--- config.mk ---
export PLATFORM = sky130hd
export DESIGN_NAME = cube_surface_particle_step
export DESIGN_NICKNAME = d
export VERILOG_FILES = /design/src/hdl/csps_pkg.sv /design/src/hdl/csps_face_accel.sv /design/src/hdl/csps_move_edge.sv /design/src/hdl/cube_surface_particle_step.sv
export SDC_FILE = /design/constraint.sdc
export NUM_CORES = 1
export LEC_CHECK = 0
export ABC_AREA = 0
export BUFFER_PORTS_ARGS = -buffer_cell sky130_fd_sc_hd__buf_2
export CELL_PAD_IN_SITES_DETAIL_PLACEMENT = 1
export CELL_PAD_IN_SITES_GLOBAL_PLACEMENT = 2
export CORE_UTILIZATION = 32
export CTS_CLUSTER_DIAMETER = 60
export DETAILED_ROUTE_END_ITERATION = 8
export GPL_TIMING_DRIVEN = 0
export PLACE_DENSITY_LB_ADDON = 0.1
export SLEW_MARGIN = 20
export SYNTH_ARGS = -nofsm -noshare
export SYNTH_HDL_FRONTEND = slang
export SYNTH_SLANG_ARGS = --single-unit
export TNS_END_PERCENT = 5
--- constraint.sdc ---
create_clock -name i_clk -period 10.37 [get_ports i_clk]
set_input_delay 0.5185 -clock i_clk [delete_from_list [all_inputs] [get_ports i_clk]]
set_output_delay 0.5185 -clock i_clk [all_outputs]
set_load 0.02 [all_outputs]
--- src/hdl/csps_pkg.sv ---
`timescale 1ns / 1ps
// ----------------------------------------------------------------------------
// csps_pkg
// Shared types, widths, edge codes and helpers for the cube surface particle
// step datapath.
// ----------------------------------------------------------------------------
package csps_pkg;

    // field widths of the particle record
    localparam int W_POS  = 14;
    localparam int W_VEL  = 14;
    localparam int W_ACC  = 11;
    localparam int W_EDGE = 4;
    localparam int W_AGE  = 9;
    localparam int W_PIX  = 6;
    localparam int W_LIM  = 9;

    // internal arithmetic width, covers every parameter setting in range
    localparam int W_CALC = 24;

    // configuration port
    localparam int W_PADDR = 3;
    localparam int W_PDATA = 32;
    localparam logic [W_PADDR-3:0] REG_LIFETIME_LIMIT = 1'b0;

    // parameter defaults
    localparam int CUBE_MAX_INDEX_DEF = 63;
    localparam int FRAC_BITS_DEF      = 8;

    localparam logic [W_LIM-1:0] LIMIT_RESET = 9'd260;
    localparam logic [W_AGE-1:0] AGE_MAX     = 9'd511;

    localparam logic signed [W_CALC-1:0] VEL_MIN = -24'sd8192;
    localparam logic signed [W_CALC-1:0] VEL_MAX = 24'sd8191;

    typedef logic        [W_POS-1:0]  t_pos;
    typedef logic signed [W_VEL-1:0]  t_vel;
    typedef logic signed [W_ACC-1:0]  t_acc;
    typedef logic signed [W_CALC-1:0] t_calc;

    // edge codes, numbered in test priority order
    typedef enum logic [W_EDGE-1:0] {
        EDGE_NONE  = 4'd0,
        EDGE_XM_Y0 = 4'd1,
        EDGE_XM_YM = 4'd2,
        EDGE_X0_YM = 4'd3,
        EDGE_X0_Y0 = 4'd4,
        EDGE_Y0_Z0 = 4'd5,
        EDGE_XM_Z0 = 4'd6,
        EDGE_YM_Z0 = 4'd7,
        EDGE_X0_Z0 = 4'd8,
        EDGE_Y0_ZM = 4'd9,
        EDGE_XM_ZM = 4'd10,
        EDGE_YM_ZM = 4'd11,
        EDGE_X0_ZM = 4'd12
    } t_edge;

    // clip a wide signed value to the velocity range
    function automatic t_vel sat_vel(input t_calc v);
        t_calc r;
        if (v < VEL_MIN) begin
            r = VEL_MIN;
        end else if (v > VEL_MAX) begin
            r = VEL_MAX;
        end else begin
            r = v;
        end
        return W_VEL'(r);
    endfunction

endpackage

--- src/hdl/csps_face_accel.sv ---
`timescale 1ns / 1ps
// ----------------------------------------------------------------------------
// csps_face_accel
// Finds the face from the rounded input position and adds the acceleration
// to the two velocity axes tangent to it, with saturation.
// ----------------------------------------------------------------------------
module csps_face_accel #(
    parameter int CUBE_MAX_INDEX = csps_pkg::CUBE_MAX_INDEX_DEF,
    parameter int FRAC_BITS      = csps_pkg::FRAC_BITS_DEF
) (
    input  csps_pkg::t_pos i_pos [3],
    input  csps_pkg::t_vel i_vel [3],
    input  csps_pkg::t_acc i_acc [3],
    output csps_pkg::t_vel o_vel [3]
);
    import csps_pkg::*;

    localparam t_calc HALF = t_calc'(1) << (FRAC_BITS - 1);
    localparam t_calc MAXI = t_calc'(CUBE_MAX_INDEX);

    t_calc pix    [3];
    logic  on_face[3];
    t_vel  sum    [3];

    // rounded pixel, face test and saturated sum per axis
    always_comb begin
        for (int i = 0; i < 3; i++) begin
            pix[i]     = (t_calc'({1'b0, i_pos[i]}) + HALF) >>> FRAC_BITS;
            on_face[i] = (pix[i] == '0) || (pix[i] == MAXI);
            sum[i]     = sat_vel(t_calc'(i_vel[i]) + t_calc'(i_acc[i]));
        end
    end

    // x faces first, then y, then z
    always_comb begin
        o_vel = i_vel;
        priority if (on_face[0]) begin
            o_vel[1] = sum[1];
            o_vel[2] = sum[2];
        end else if (on_face[1]) begin
            o_vel[0] = sum[0];
            o_vel[2] = sum[2];
        end else if (on_face[2]) begin
            o_vel[0] = sum[0];
            o_vel[1] = sum[1];
        end else begin
            o_vel = i_vel;
        end
    end

endmodule

--- src/hdl/csps_move_edge.sv ---
`timescale 1ns / 1ps
// ----------------------------------------------------------------------------
// csps_move_edge
// Moves the particle, clamps it to the cube, detects the edge reached and on
// a new edge swaps velocity axes, snaps to the pixel and reflects outward
// components.
// ----------------------------------------------------------------------------
module csps_move_edge #(
    parameter int CUBE_MAX_INDEX = csps_pkg::CUBE_MAX_INDEX_DEF,
    parameter int FRAC_BITS      = csps_pkg::FRAC_BITS_DEF
) (
    input  csps_pkg::t_pos                  i_pos [3],
    input  csps_pkg::t_vel                  i_vel [3],
    input  logic [csps_pkg::W_EDGE-1:0]     i_prev_edge,
    output csps_pkg::t_pos                  o_pos [3],
    output csps_pkg::t_vel                  o_vel [3],
    output logic [csps_pkg::W_PIX-1:0]      o_pix [3],
    output csps_pkg::t_edge                 o_edge
);
    import csps_pkg::*;

    localparam t_calc HALF    = t_calc'(1) << (FRAC_BITS - 1);
    localparam t_calc MAXI    = t_calc'(CUBE_MAX_INDEX);
    localparam t_calc MAX_POS = t_calc'(CUBE_MAX_INDEX) << FRAC_BITS;

    t_calc mv   [3];
    t_calc pix  [3];
    logic  lo   [3];
    logic  hi   [3];
    t_vel  sw   [3];
    logic  new_edge;

    // move, clamp and round
    always_comb begin
        for (int i = 0; i < 3; i++) begin
            mv[i] = t_calc'({1'b0, i_pos[i]}) + t_calc'(i_vel[i]);
            if (mv[i] < 0) begin
                mv[i] = '0;
            end else if (mv[i] > MAX_POS) begin
                mv[i] = MAX_POS;
            end
            pix[i] = (mv[i] + HALF) >>> FRAC_BITS;
            lo[i]  = (pix[i] == '0);
            hi[i]  = (pix[i] == MAXI);
        end
    end

    // edge code in priority order
    always_comb begin
        priority if (hi[0] && lo[1]) o_edge = EDGE_XM_Y0;
        else if (hi[0] && hi[1])     o_edge = EDGE_XM_YM;
        else if (lo[0] && hi[1])     o_edge = EDGE_X0_YM;
        else if (lo[0] && lo[1])     o_edge = EDGE_X0_Y0;
        else if (lo[1] && lo[2])     o_edge = EDGE_Y0_Z0;
        else if (hi[0] && lo[2])     o_edge = EDGE_XM_Z0;
        else if (hi[1] && lo[2])     o_edge = EDGE_YM_Z0;
        else if (lo[0] && lo[2])     o_edge = EDGE_X0_Z0;
        else if (lo[1] && hi[2])     o_edge = EDGE_Y0_ZM;
        else if (hi[0] && hi[2])     o_edge = EDGE_XM_ZM;
        else if (hi[1] && hi[2])     o_edge = EDGE_YM_ZM;
        else if (lo[0] && hi[2])     o_edge = EDGE_X0_ZM;
        else                         o_edge = EDGE_NONE;
    end

    assign new_edge = (o_edge != EDGE_NONE) && (W_EDGE'(o_edge) != i_prev_edge);

    // axis swap picked by the edge family
    always_comb begin
        sw = i_vel;
        unique case (o_edge)
            EDGE_XM_Y0, EDGE_XM_YM, EDGE_X0_YM, EDGE_X0_Y0: begin
                sw[0] = i_vel[1];
                sw[1] = i_vel[0];
            end
            EDGE_Y0_Z0, EDGE_YM_Z0, EDGE_Y0_ZM, EDGE_YM_ZM: begin
                sw[1] = i_vel[2];
                sw[2] = i_vel[1];
            end
            EDGE_XM_Z0, EDGE_X0_Z0, EDGE_XM_ZM, EDGE_X0_ZM: begin
                sw[0] = i_vel[2];
                sw[2] = i_vel[0];
            end
            default: begin
                sw = i_vel;
            end
        endcase
    end

    // snap and reflect on a newly reached edge
    always_comb begin
        for (int i = 0; i < 3; i++) begin
            o_pix[i] = W_PIX'(pix[i]);
            if (new_edge) begin
                o_pos[i] = W_POS'(pix[i] <<< FRAC_BITS);
                if ((lo[i] && sw[i] < 0) || (hi[i] && sw[i] > 0)) begin
                    o_vel[i] = sat_vel(-t_calc'(sw[i]));
                end else begin
                    o_vel[i] = sw[i];
                end
            end else begin
                o_pos[i] = W_POS'(mv[i]);
                o_vel[i] = i_vel[i];
            end
        end
    end

endmodule

--- src/hdl/cube_surface_particle_step.sv ---
`timescale 1ns / 1ps
// ----------------------------------------------------------------------------
// cube_surface_particle_step
// Advances one particle on the surface of an LED cube by one step: face
// acceleration, move and clamp, edge handling, pixel and lifetime flag.
//
//   channel   handshake                      payload
//   input     start / busy (busy held low)   i_pos_*, i_vel_*, i_acc_*,
//                                            i_prev_edge, i_age
//   result    o_done strobe, one cycle       o_new_*, o_pixel_*, o_expired
//   config    APB psel/penable/pwrite        paddr, pwdata, prdata
//
// One item per cycle. The path is an input register, then the face, move
// and edge logic into the result register.
// Synchronous reset clears the valid flags and sets lifetime_limit to 260.
// The receiver takes every result beat in the cycle it is shown.
// ----------------------------------------------------------------------------
module cube_surface_particle_step #(
    parameter int CUBE_MAX_INDEX = csps_pkg::CUBE_MAX_INDEX_DEF,
    parameter int FRAC_BITS      = csps_pkg::FRAC_BITS_DEF
) (
    input  logic                              i_clk,
    input  logic                              i_rst_n,
    // command channel
    input  logic                              start,
    output logic                              busy,
    input  csps_pkg::t_pos                    i_pos_x,
    input  csps_pkg::t_pos                    i_pos_y,
    input  csps_pkg::t_pos                    i_pos_z,
    input  csps_pkg::t_vel                    i_vel_x,
    input  csps_pkg::t_vel                    i_vel_y,
    input  csps_pkg::t_vel                    i_vel_z,
    input  csps_pkg::t_acc                    i_acc_x,
    input  csps_pkg::t_acc                    i_acc_y,
    input  csps_pkg::t_acc                    i_acc_z,
    input  logic [csps_pkg::W_EDGE-1:0]       i_prev_edge,
    input  logic [csps_pkg::W_AGE-1:0]        i_age,
    // result channel
    output logic                              o_done,
    output csps_pkg::t_pos                    o_new_pos_x,
    output csps_pkg::t_pos                    o_new_pos_y,
    output csps_pkg::t_pos                    o_new_pos_z,
    output csps_pkg::t_vel                    o_new_vel_x,
    output csps_pkg::t_vel                    o_new_vel_y,
    output csps_pkg::t_vel                    o_new_vel_z,
    output logic [csps_pkg::W_EDGE-1:0]       o_new_edge,
    output logic [csps_pkg::W_AGE-1:0]        o_new_age,
    output logic [csps_pkg::W_PIX-1:0]        o_pixel_x,
    output logic [csps_pkg::W_PIX-1:0]        o_pixel_y,
    output logic [csps_pkg::W_PIX-1:0]        o_pixel_z,
    output logic                              o_expired,
    // configuration port
    input  logic                              psel,
    input  logic                              penable,
    input  logic                              pwrite,
    input  logic [csps_pkg::W_PADDR-1:0]      paddr,
    input  logic [csps_pkg::W_PDATA-1:0]      pwdata,
    output logic [csps_pkg::W_PDATA-1:0]      prdata,
    output logic                              pready
);
    import csps_pkg::*;

    logic [W_LIM-1:0] r_lifetime_limit;
    logic             cfg_wr;

    // input register
    logic             r_in_valid;
    t_pos             r_pos [3];
    t_vel             r_vel [3];
    t_acc             r_acc [3];
    logic [W_EDGE-1:0] r_prev_edge;
    logic [W_AGE-1:0] r_age;

    // datapath
    t_vel             acc_vel [3];
    t_pos             mv_pos  [3];
    t_vel             mv_vel  [3];
    logic [W_PIX-1:0] mv_pix  [3];
    t_edge            mv_edge;
    logic [W_AGE-1:0] n_age;
    logic             n_expired;

    // result register
    logic             r_done;
    t_pos             r_out_pos [3];
    t_vel             r_out_vel [3];
    logic [W_PIX-1:0] r_out_pix [3];
    logic [W_EDGE-1:0] r_out_edge;
    logic [W_AGE-1:0] r_out_age;
    logic             r_out_expired;

    // configuration register
    assign cfg_wr = psel && penable && pwrite && pready;
    assign pready = 1'b1;

    always_ff @(posedge i_clk) begin
        if (!i_rst_n) begin
            r_lifetime_limit <= LIMIT_RESET;
        end else if (cfg_wr && paddr[W_PADDR-1:2] == REG_LIFETIME_LIMIT) begin
            r_lifetime_limit <= pwdata[W_LIM-1:0];
        end
    end

    always_comb begin
        if (paddr[W_PADDR-1:2] == REG_LIFETIME_LIMIT) begin
            prdata = W_PDATA'(r_lifetime_limit);
        end else begin
            prdata = '0;
        end
    end

    // the datapath takes a beat every cycle
    assign busy = 1'b0;

    // input register
    always_ff @(posedge i_clk) begin
        if (!i_rst_n) begin
            r_in_valid <= 1'b0;
        end else begin
            r_in_valid <= start && !busy;
        end
    end

    always_ff @(posedge i_clk) begin
        if (start && !busy) begin
            r_pos       <= '{i_pos_x, i_pos_y, i_pos_z};
            r_vel       <= '{i_vel_x, i_vel_y, i_vel_z};
            r_acc       <= '{i_acc_x, i_acc_y, i_acc_z};
            r_prev_edge <= i_prev_edge;
            r_age       <= i_age;
        end
    end

    csps_face_accel #(
        .CUBE_MAX_INDEX (CUBE_MAX_INDEX),
        .FRAC_BITS      (FRAC_BITS)
    ) u_face_accel (
        .i_pos (r_pos),
        .i_vel (r_vel),
        .i_acc (r_acc),
        .o_vel (acc_vel)
    );

    csps_move_edge #(
        .CUBE_MAX_INDEX (CUBE_MAX_INDEX),
        .FRAC_BITS      (FRAC_BITS)
    ) u_move_edge (
        .i_pos       (r_pos),
        .i_vel       (acc_vel),
        .i_prev_edge (r_prev_edge),
        .o_pos       (mv_pos),
        .o_vel       (mv_vel),
        .o_pix       (mv_pix),
        .o_edge      (mv_edge)
    );

    // age and lifetime
    assign n_age     = (r_age < AGE_MAX) ? r_age + 1'b1 : AGE_MAX;
    assign n_expired = (r_age > r_lifetime_limit);

    // result register
    always_ff @(posedge i_clk) begin
        if (!i_rst_n) begin
            r_done <= 1'b0;
        end else begin
            r_done <= r_in_valid;
        end
    end

    always_ff @(posedge i_clk) begin
        if (r_in_valid) begin
            r_out_pos     <= mv_pos;
            r_out_vel     <= mv_vel;
            r_out_pix     <= mv_pix;
            r_out_edge    <= W_EDGE'(mv_edge);
            r_out_age     <= n_age;
            r_out_expired <= n_expired;
        end
    end

    assign o_done      = r_done;
    assign o_new_pos_x = r_out_pos[0];
    assign o_new_pos_y = r_out_pos[1];
    assign o_new_pos_z = r_out_pos[2];
    assign o_new_vel_x = r_out_vel[0];
    assign o_new_vel_y = r_out_vel[1];
    assign o_new_vel_z = r_out_vel[2];
    assign o_new_edge  = r_out_edge;
    assign o_new_age   = r_out_age;
    assign o_pixel_x   = r_out_pix[0];
    assign o_pixel_y   = r_out_pix[1];
    assign o_pixel_z   = r_out_pix[2];
    assign o_expired   = r_out_expired;

`ifndef SYNTH
    // every accepted beat shows up as a result on o_done
    a_latency: assert property (@(posedge i_clk) disable iff (!i_rst_n)
        (start && !busy) |-> ##2 o_done)
        else $error("accepted beat produced no result");

    // no result without an accepted beat
    a_no_phantom: assert property (@(posedge i_clk) disable iff (!i_rst_n)
        o_done |-> $past(r_in_valid))
        else $error("result strobe without a beat");

    // saturating age increment never wraps to zero
    a_age_nonzero: assert property (@(posedge i_clk) disable iff (!i_rst_n)
        o_done |-> (o_new_age != '0))
        else $error("new age wrapped");
`endif

endmodule

==> results.toml, run 1 <==
[yosys]
synth_edf_count = 246
syn_area_per_cell_um2 = 9.60
yosysWarnings = 0
ys_seq_area_share_pct = 39.7
synth_area_leaders = "edfxtp_1 (39%), ha_1 (7.6%), a21oi_1 (3.6%)"
synth_area_um2 = 19100
synth_top_cell_area_share_pct = 38.6
ys_ff_latch = 257
async_reset_ff_share_pct = 0
yosysTopAreaCell = "edfxtp_1"
synthCells = 1993
synth_ff_type = "edfxtp_1"
synth_cell_types = 111

[power]
p_seq_share_pct = 21.4
p_leak_nw = 10.0
p_int_mw = 3.57
p_per_area_nw_per_um2 = 257
vdd_drop_max_mv = 0.149
power.share.clock_pct = 18.6
pwr-share-comb_pct = 60.0
p_switching_mw = 3.10
p_sw_share_pct = 46.5

[floorplan]
core_area_um2 = 59000
die_area_um2 = 60800
initial_utilization_pct = 32.4
chipWidth_um = 247
ios = 322
die_y_um = 247
row_count = 89

[placed_design]
placed_cell_area_um2 = 21700
gp_congestion = 0.935
dp_hpwl_um = 57800
port_buffers = 271

[clock_network]
numCtsBuffers = 37
cts.path.max_buffers = 3
cts-root-buf = "clkbuf_16"
clock-sinks = 257
cts_tree = "built"
clock_latency_ps = 570
path_clk_slew_ps = 60
postCtsHoldBufs = 0
h-tree-depth = 2

[global_routing]
grt_max_degree = 85
grt_usage_pct = 24.5
grt_pass1_wl_um = 112000
grt-ovfl-total = 0
grt_pass1_vias = 18400
antenna_found_initial = 0

[worst_setup_path]
startpoint_type = "register"
required_ps = 10660
end_kind = "register"
crit_arrival_ps = 10440
worstSetupPathType = "reg -> reg"
cp_max_fo = 8
cpPeakStageDelay_ps = 640
critPathSlowestCell = "or4_4"
crit_path_frequent_cell = "buf_4"

[final_layout]
drive_above_1_share_pct = 35.5
finalNetCount = 2757
final_area_um2 = 26000
area_growth_pct = 35.8
antennaDiodeCount = 0

[hold_path]
holdCritPathClass = "in -> reg"

[routing]
vias = 18200
first_pass_iters = 5
wl_per_cell_um = 23.6
ant_nets = 0
drc_errors = 0
vias_per_cell = 5.57
drt_iter0_drc = 963
drt-total-wl_um = 77100

[sta]
setup_viol = 0
clock.fmax_mhz = 98.6
rsz0062_at_grt = "true"
slew_headroom_pct = 34.4
final_max_slew_viol_count = 0
hold_viol_final = 0
post-route-period-util_pct = 97.8
worst_pin_slew_ps = 977
setup_tns_ps = 0
skew_ps = 19.4
period_needed_ps = 10140

[status]
status = "complete, no violations"

[run]
drv_cap = 0
[worst max-delay path, delay by kind of cell, from the launching register on]
kind	cells	cell delay, ps
compound gates	20	4200
xor+xnor	1	130
fa+ha+maj	6	1630
buf+inv	8	1250
flops	1	420
mux	1	190
simple gates	7	2000
[what timing repair did]
| action | CTS | global route |
|---|---|---|
| pin swaps | 48 | 79 |
| gates resized for setup | 295 | 188 |
| cloned | 2 | 0 |
| setup buffers | 64 | 80 |
| setup endpoints to repair | 88 | 74 |
[per-layer routing]
metal  share of wire, %  track usage (%)
met5                  0                0
met2                 47             40.0
met4                3.1             7.99
met3                5.8             4.37
met1                 45             32.4
[worst paths after layout]
kind	depth (start not counted)	slack, ps	start	end
worst max register to register	43	230	r_vel[29]	o_new_vel_x[10]
worst max-delay path	43	230	r_vel[29]	o_new_vel_x[10]
worst min register to register	2	460	r_lifetime_limit[5]	r_lifetime_limit[5]
worst min-delay path	1	120	i_acc_x[0]	r_acc[22]
[synthesized netlist by cell type (19+ instances only)]
| master | count |
|---|---|
| a211oi_1 | 25 |
| a21o_1 | 29 |
| a21oi_1 | 138 |
| a31oi_1 | 23 |
| and2_1 | 22 |
| and3_1 | 25 |
| buf_4 | 27 |
| clkbuf_1 | 56 |
| edfxtp_1 | 246 |
| ha_1 | 116 |
| inv_1 | 108 |
| mux2i_1 | 28 |
| nand2_1 | 119 |
| nand2b_1 | 23 |
| nand3_1 | 50 |
| nor2_1 | 155 |
| nor2b_1 | 21 |
| nor3_1 | 36 |
| nor4_1 | 19 |
| o211ai_1 | 29 |
| o21a_1 | 37 |
| o21ai_0 | 123 |
| o221ai_1 | 22 |
| o22ai_1 | 34 |
| xnor2_1 | 67 |
| xor2_1 | 36 |
[state kept, by name (all words and copies together) (netlist names)]
register and cells:
o_done 1, r_prev_edge 4, o_new_vel_y 14, o_pixel_z 6, r_pos 42, o_new_vel_z 14, r_age 9, o_pixel_y 6
o_pixel_x 6, o_new_vel_x 14, o_expired 1, r_in_valid 1, o_new_age 9, r_lifetime_limit 9, o_new_pos_x 14, o_new_edge 4
o_new_pos_z 14, r_acc 33, r_vel 42, o_new_pos_y 14
[kinds of logic (layout without fill, tap and decap cells)]
| group | after synthesis | count (layout) | share of synthesized area, % |
|---|---|---|---|
| buf+inv | 218 | 695 | 4.96 |
| other cells | 2 | 25 | 0.0392 |
| fa+ha+maj | 138 | 138 | 9.05 |
| mux | 39 | 39 | 2.11 |
| compound gates | 653 | 653 | 23.5 |
| xor+xnor | 104 | 104 | 4.80 |
| simple gates | 582 | 582 | 15.8 |
| flops | 257 | 257 | 39.7 |
[area by class of cell]
type	instances	area, um^2
multi-input combinational	1541	12500
inverter	109	428
fill	6653	33000
clock inverter	27	254
sequential	257	7610
tap	773	967
buffer	96	718
timing repair buffer	422	2600
clock buffer	41	941
[layout by cell type, fill, tap and decap left out, types with 23 or more instances in the layout]
cell / instances
clkbuf_16: 38
a21oi_1: 110
o21a_1: 34
nor3_1: 28
nand3_1: 48
nor2_1: 144
xor2_1: 30
buf_4: 176
inv_1: 96
o211ai_1: 29
a21o_1: 26
ha_1: 92
o22ai_1: 27
conb_1: 25
xnor2_1: 59
edfxtp_1: 246
nand2_1: 111
o21ai_0: 106
and3_1: 23
buf_2: 283
[power groups by stage]
| stage | logic, mW | registers, mW | clock network [mW] |
|---|---|---|---|
| 2_1_floorplan | 1.99 | 1.54 | 0 |
| 3_3_place_gp | 3.11 | 1.46 | 0 |
| 3_5_place_dp | 3.17 | 1.45 | 0 |
| 4_1_cts | 3.63 | 1.43 | 1.27 |
| 5_1_grt | 4.28 | 1.44 | 1.30 |
| 6_report | 4.01 | 1.43 | 1.24 |
[per-stage QoR]
stage | util [%] | std cells | power (mW) | worst slack (ps) | hold slack [ps]
3_3_place_gp | 36.5 | 3060 | 4.58 | -5120 | 455
4_1_cts | 41.8 | 3189 | 6.34 | 0.549 | 87.5
6_report | 44.1 | 3266 | 6.68 | 227 | 119
5_1_grt | 44.1 | 3266 | 7.03 | -154 | 103
3_5_place_dp | 36.7 | 3065 | 4.62 | -3950 | 458
2_1_floorplan | - | 2016 | 3.53 | 5.12 | 443
Power figures use the tool's default switching activity.
==> inputs of run 2 (changes only) <==
- CORE_UTILIZATION: 32 -> 33
- SYNTH_HIERARCHICAL: default -> 1
==> run 2 against run 1 <==
Effect of this change: largest cell class unchanged; global-route usage decreased by 0.26 points; design area fell by 4.7%; flip-flop and latch count is the same; largest power group unchanged; total power increased by 0.39%.
==> results.toml, run 2 <==
[status]
status = "complete, no violations"

[yosys]
synth_area_leaders = "edfxtp_1 (39%), ha_1 (7.4%), a21oi_1 (3.7%)"
ys_ff_latch = 257
synth_top_cell_area_share_pct = 39.2
yosysWarnings = 6
synth.most_common_cell = "edfxtp_1"
synth_cell_types = 116
async_reset_ff_share_pct = 0
synth_top_cells_by_count = "edfxtp_1 (246), nand2_1 (151), nor2_1 (142)"
syn_area_per_cell_um2 = 9.80
synth_edf_count = 246
ys_seq_area_share_pct = 40.3
synth_area_um2 = 18900
synthCells = 1925
synth_ff_type = "edfxtp_1"
yosysTopAreaCell = "edfxtp_1"

[power]
vdd_drop_max_mv = 0.145
p_per_area_nw_per_um2 = 270
finalPower_mw = 6.70
p_leak_nw = 9.66

[floorplan]
die_y_um = 241
row_count = 87
core_area_um2 = 56400
ios = 322
die_area_um2 = 58100
initial_utilization_pct = 33.5
chipWidth_um = 241

[final_layout]
post-route-util_pct = 43.9
seqCellArea_um2 = 7610
area_growth_pct = 31.4
reg_top3 = "r_pos: 42 flops, r_vel: 42 flops, r_acc: 33 flops"
final_area_um2 = 24800
final_common_cell = "buf_2"
fillers = 6410
finalNetCount = 2648
drive_above_1_share_pct = 32.3
layout_common_cells = "buf_2 (288), edfxtp_1 (246), nand2_1 (149), buf_4 (141), nor2_1 (138)"
multi_input_area_um2 = 11800

[global_routing]
grt_max_degree = 83
gr-usage-met3_pct = 3.50
grt_use_met2_pct = 38.2
grt-ovfl-total = 0
antenna_found_initial = 2
grt_pass1_wl_um = 107000
busiest_layer = "met2"
grt_pass1_vias = 17600
grt_util_met1_pct = 33.6
grt_usage_pct = 24.2

[worst_setup_path]
crit_path_frequent_cell = "buf_4"
r2r_cells = 43
r2r_start = "r_vel[17]"
r2r_end = "o_new_vel_x[6]"
crit_arrival_ps = 10350
rrSetupSlack_ps = 310
critPathSlowestCell = "edfxtp_1"
startpoint = "r_vel[17]"
startpoint_type = "register"
required_ps = 10670
end_kind = "register"
endpoint = "o_new_vel_x[6]"
cp_max_fo = 10
worstSetupPathType = "reg -> reg"
cpPeakStageDelay_ps = 480

[sta]
slew_headroom_pct = 38.3
setup_tns_ps = 0
period_needed_ps = 10060
hold_viol_final = 0
clock.fmax_mhz = 99.5
final_max_slew_viol_count = 0
timing.hold.ws_ps = 138
setup_viol = 0
post-route-period-util_pct = 97.0
worst_pin_slew_ps = 920
skew_ps = 15.4

[clock_network]
clock-sinks = 257
path_clk_slew_ps = 60
clock_latency_ps = 550
cts-root-buf = "clkbuf_16"
cts_tree = "built"
numCtsBuffers = 36
cts.path.max_buffers = 3
h-tree-depth = 2

[routing]
ant_nets = 0
vias_per_cell = 5.60
first_pass_iters = 6
drt_iter0_drc = 884
vias = 17600
drc_errors = 0
wl_per_cell_um = 23.2
drt-total-wl_um = 72800

[placed_design]
port_buffers = 271
placed_cell_area_um2 = 21400
gp_congestion = 0.913
dp_hpwl_um = 54500

[hold_path]
holdCritPathClass = "in -> reg"

[run]
drv_cap = 0
[run 2: cell types whose count changed after synthesis, sizes merged, moves of 13 or more]
cell,change
o221ai,-25
o221a,+13
nor2,-14
maj3,-14
mux2i,-24
o21ai,-15
o22ai,-20
buf,+14
nand2,+32
inv,-44
nor3,+17
[run 2: worst min path at each step]
stage / start / endpoint / slack [ps] / cells past startpoint
final: i_vel_x[9] / r_vel[37] / 140 / 1
after global routing: i_vel_z[4] / r_vel[4] / 110 / 1
after CTS: i_acc_x[4] / r_acc[26] / 100 / 1
after detailed placement: r_lifetime_limit[3] / r_lifetime_limit[3] / 470 / 2
after global placement: r_lifetime_limit[1] / r_lifetime_limit[1] / 450 / 2
after floorplan: r_lifetime_limit[1] / r_lifetime_limit[1] / 440 / 2
[run 2: layer usage]
metal | vias to the layer above | share of wire [%]
met2 | 430 | 46
met5 | - | 0.018
met4 | 2 | 2.9
met1 | 8736 | 47
li1 | 8321 | -
met3 | 118 | 4.4
[run 2: cell type report]
cell class | count | share of cell area [%]
flip-flops and latches | 257 | 30.7
multi-input cells | 1516 | 47.5
clock inverters | 24 | 1.31
plain buffers | 103 | 2.78
diodes | 2 | 0.0202
repair buffers | 380 | 9.01
inverters | 65 | 0.985
clock buffers | 41 | 3.84
well taps | 756 | 3.82
[run 2: worst max-delay path: cells and delay by family, from the launching register on]
kind	cells	cell delay, ps
simple gates	9	2180
buf+inv	8	1300
flops	1	480
compound gates	21	4320
fa+ha+maj	5	1500
[run 2: cell families after synthesis]
logic type	count (synthesis)	synth area share (%)
other	2	0.0398
DFF	257	40.3
buffers and inverters	176	4.40
and+or+nand+nor	585	15.7
xor gates and xnor gates	98	4.59
adders and majority gates	120	8.18
muxes	10	0.630
AOI/OAI and AO/OA	677	26.1
[run 2: power by group]
group / leakage (nW) / switching [mW] / total [mW] / internal [mW]
Clock: 0.626 / 0.510 / 1.33 / 0.823
Sequential: 2.41 / 0.0689 / 1.42 / 1.35
Combinational: 6.62 / 2.48 / 3.95 / 1.47
Total: 9.66 / 3.06 / 6.70 / 3.64
[run 2: stage by stage]
stage | setup slack [ps] | std cells
floorplan | 297 | 1948
global placement | -3090 | 2975
detailed placement | -2940 | 2981
CTS | -5.24 | 3084
global route | -118 | 3143
finish | 315 | 3144
[run 2: repair_timing]
item | 4_1_cts | 5_1_grt
gates cloned | 0 | 1
hold buffers | 0 | 0
pin swaps | 23 | 48
setup buffers | 42 | 61
endpoints found under the setup margin | 85 | 83
resized for setup | 158 | 165
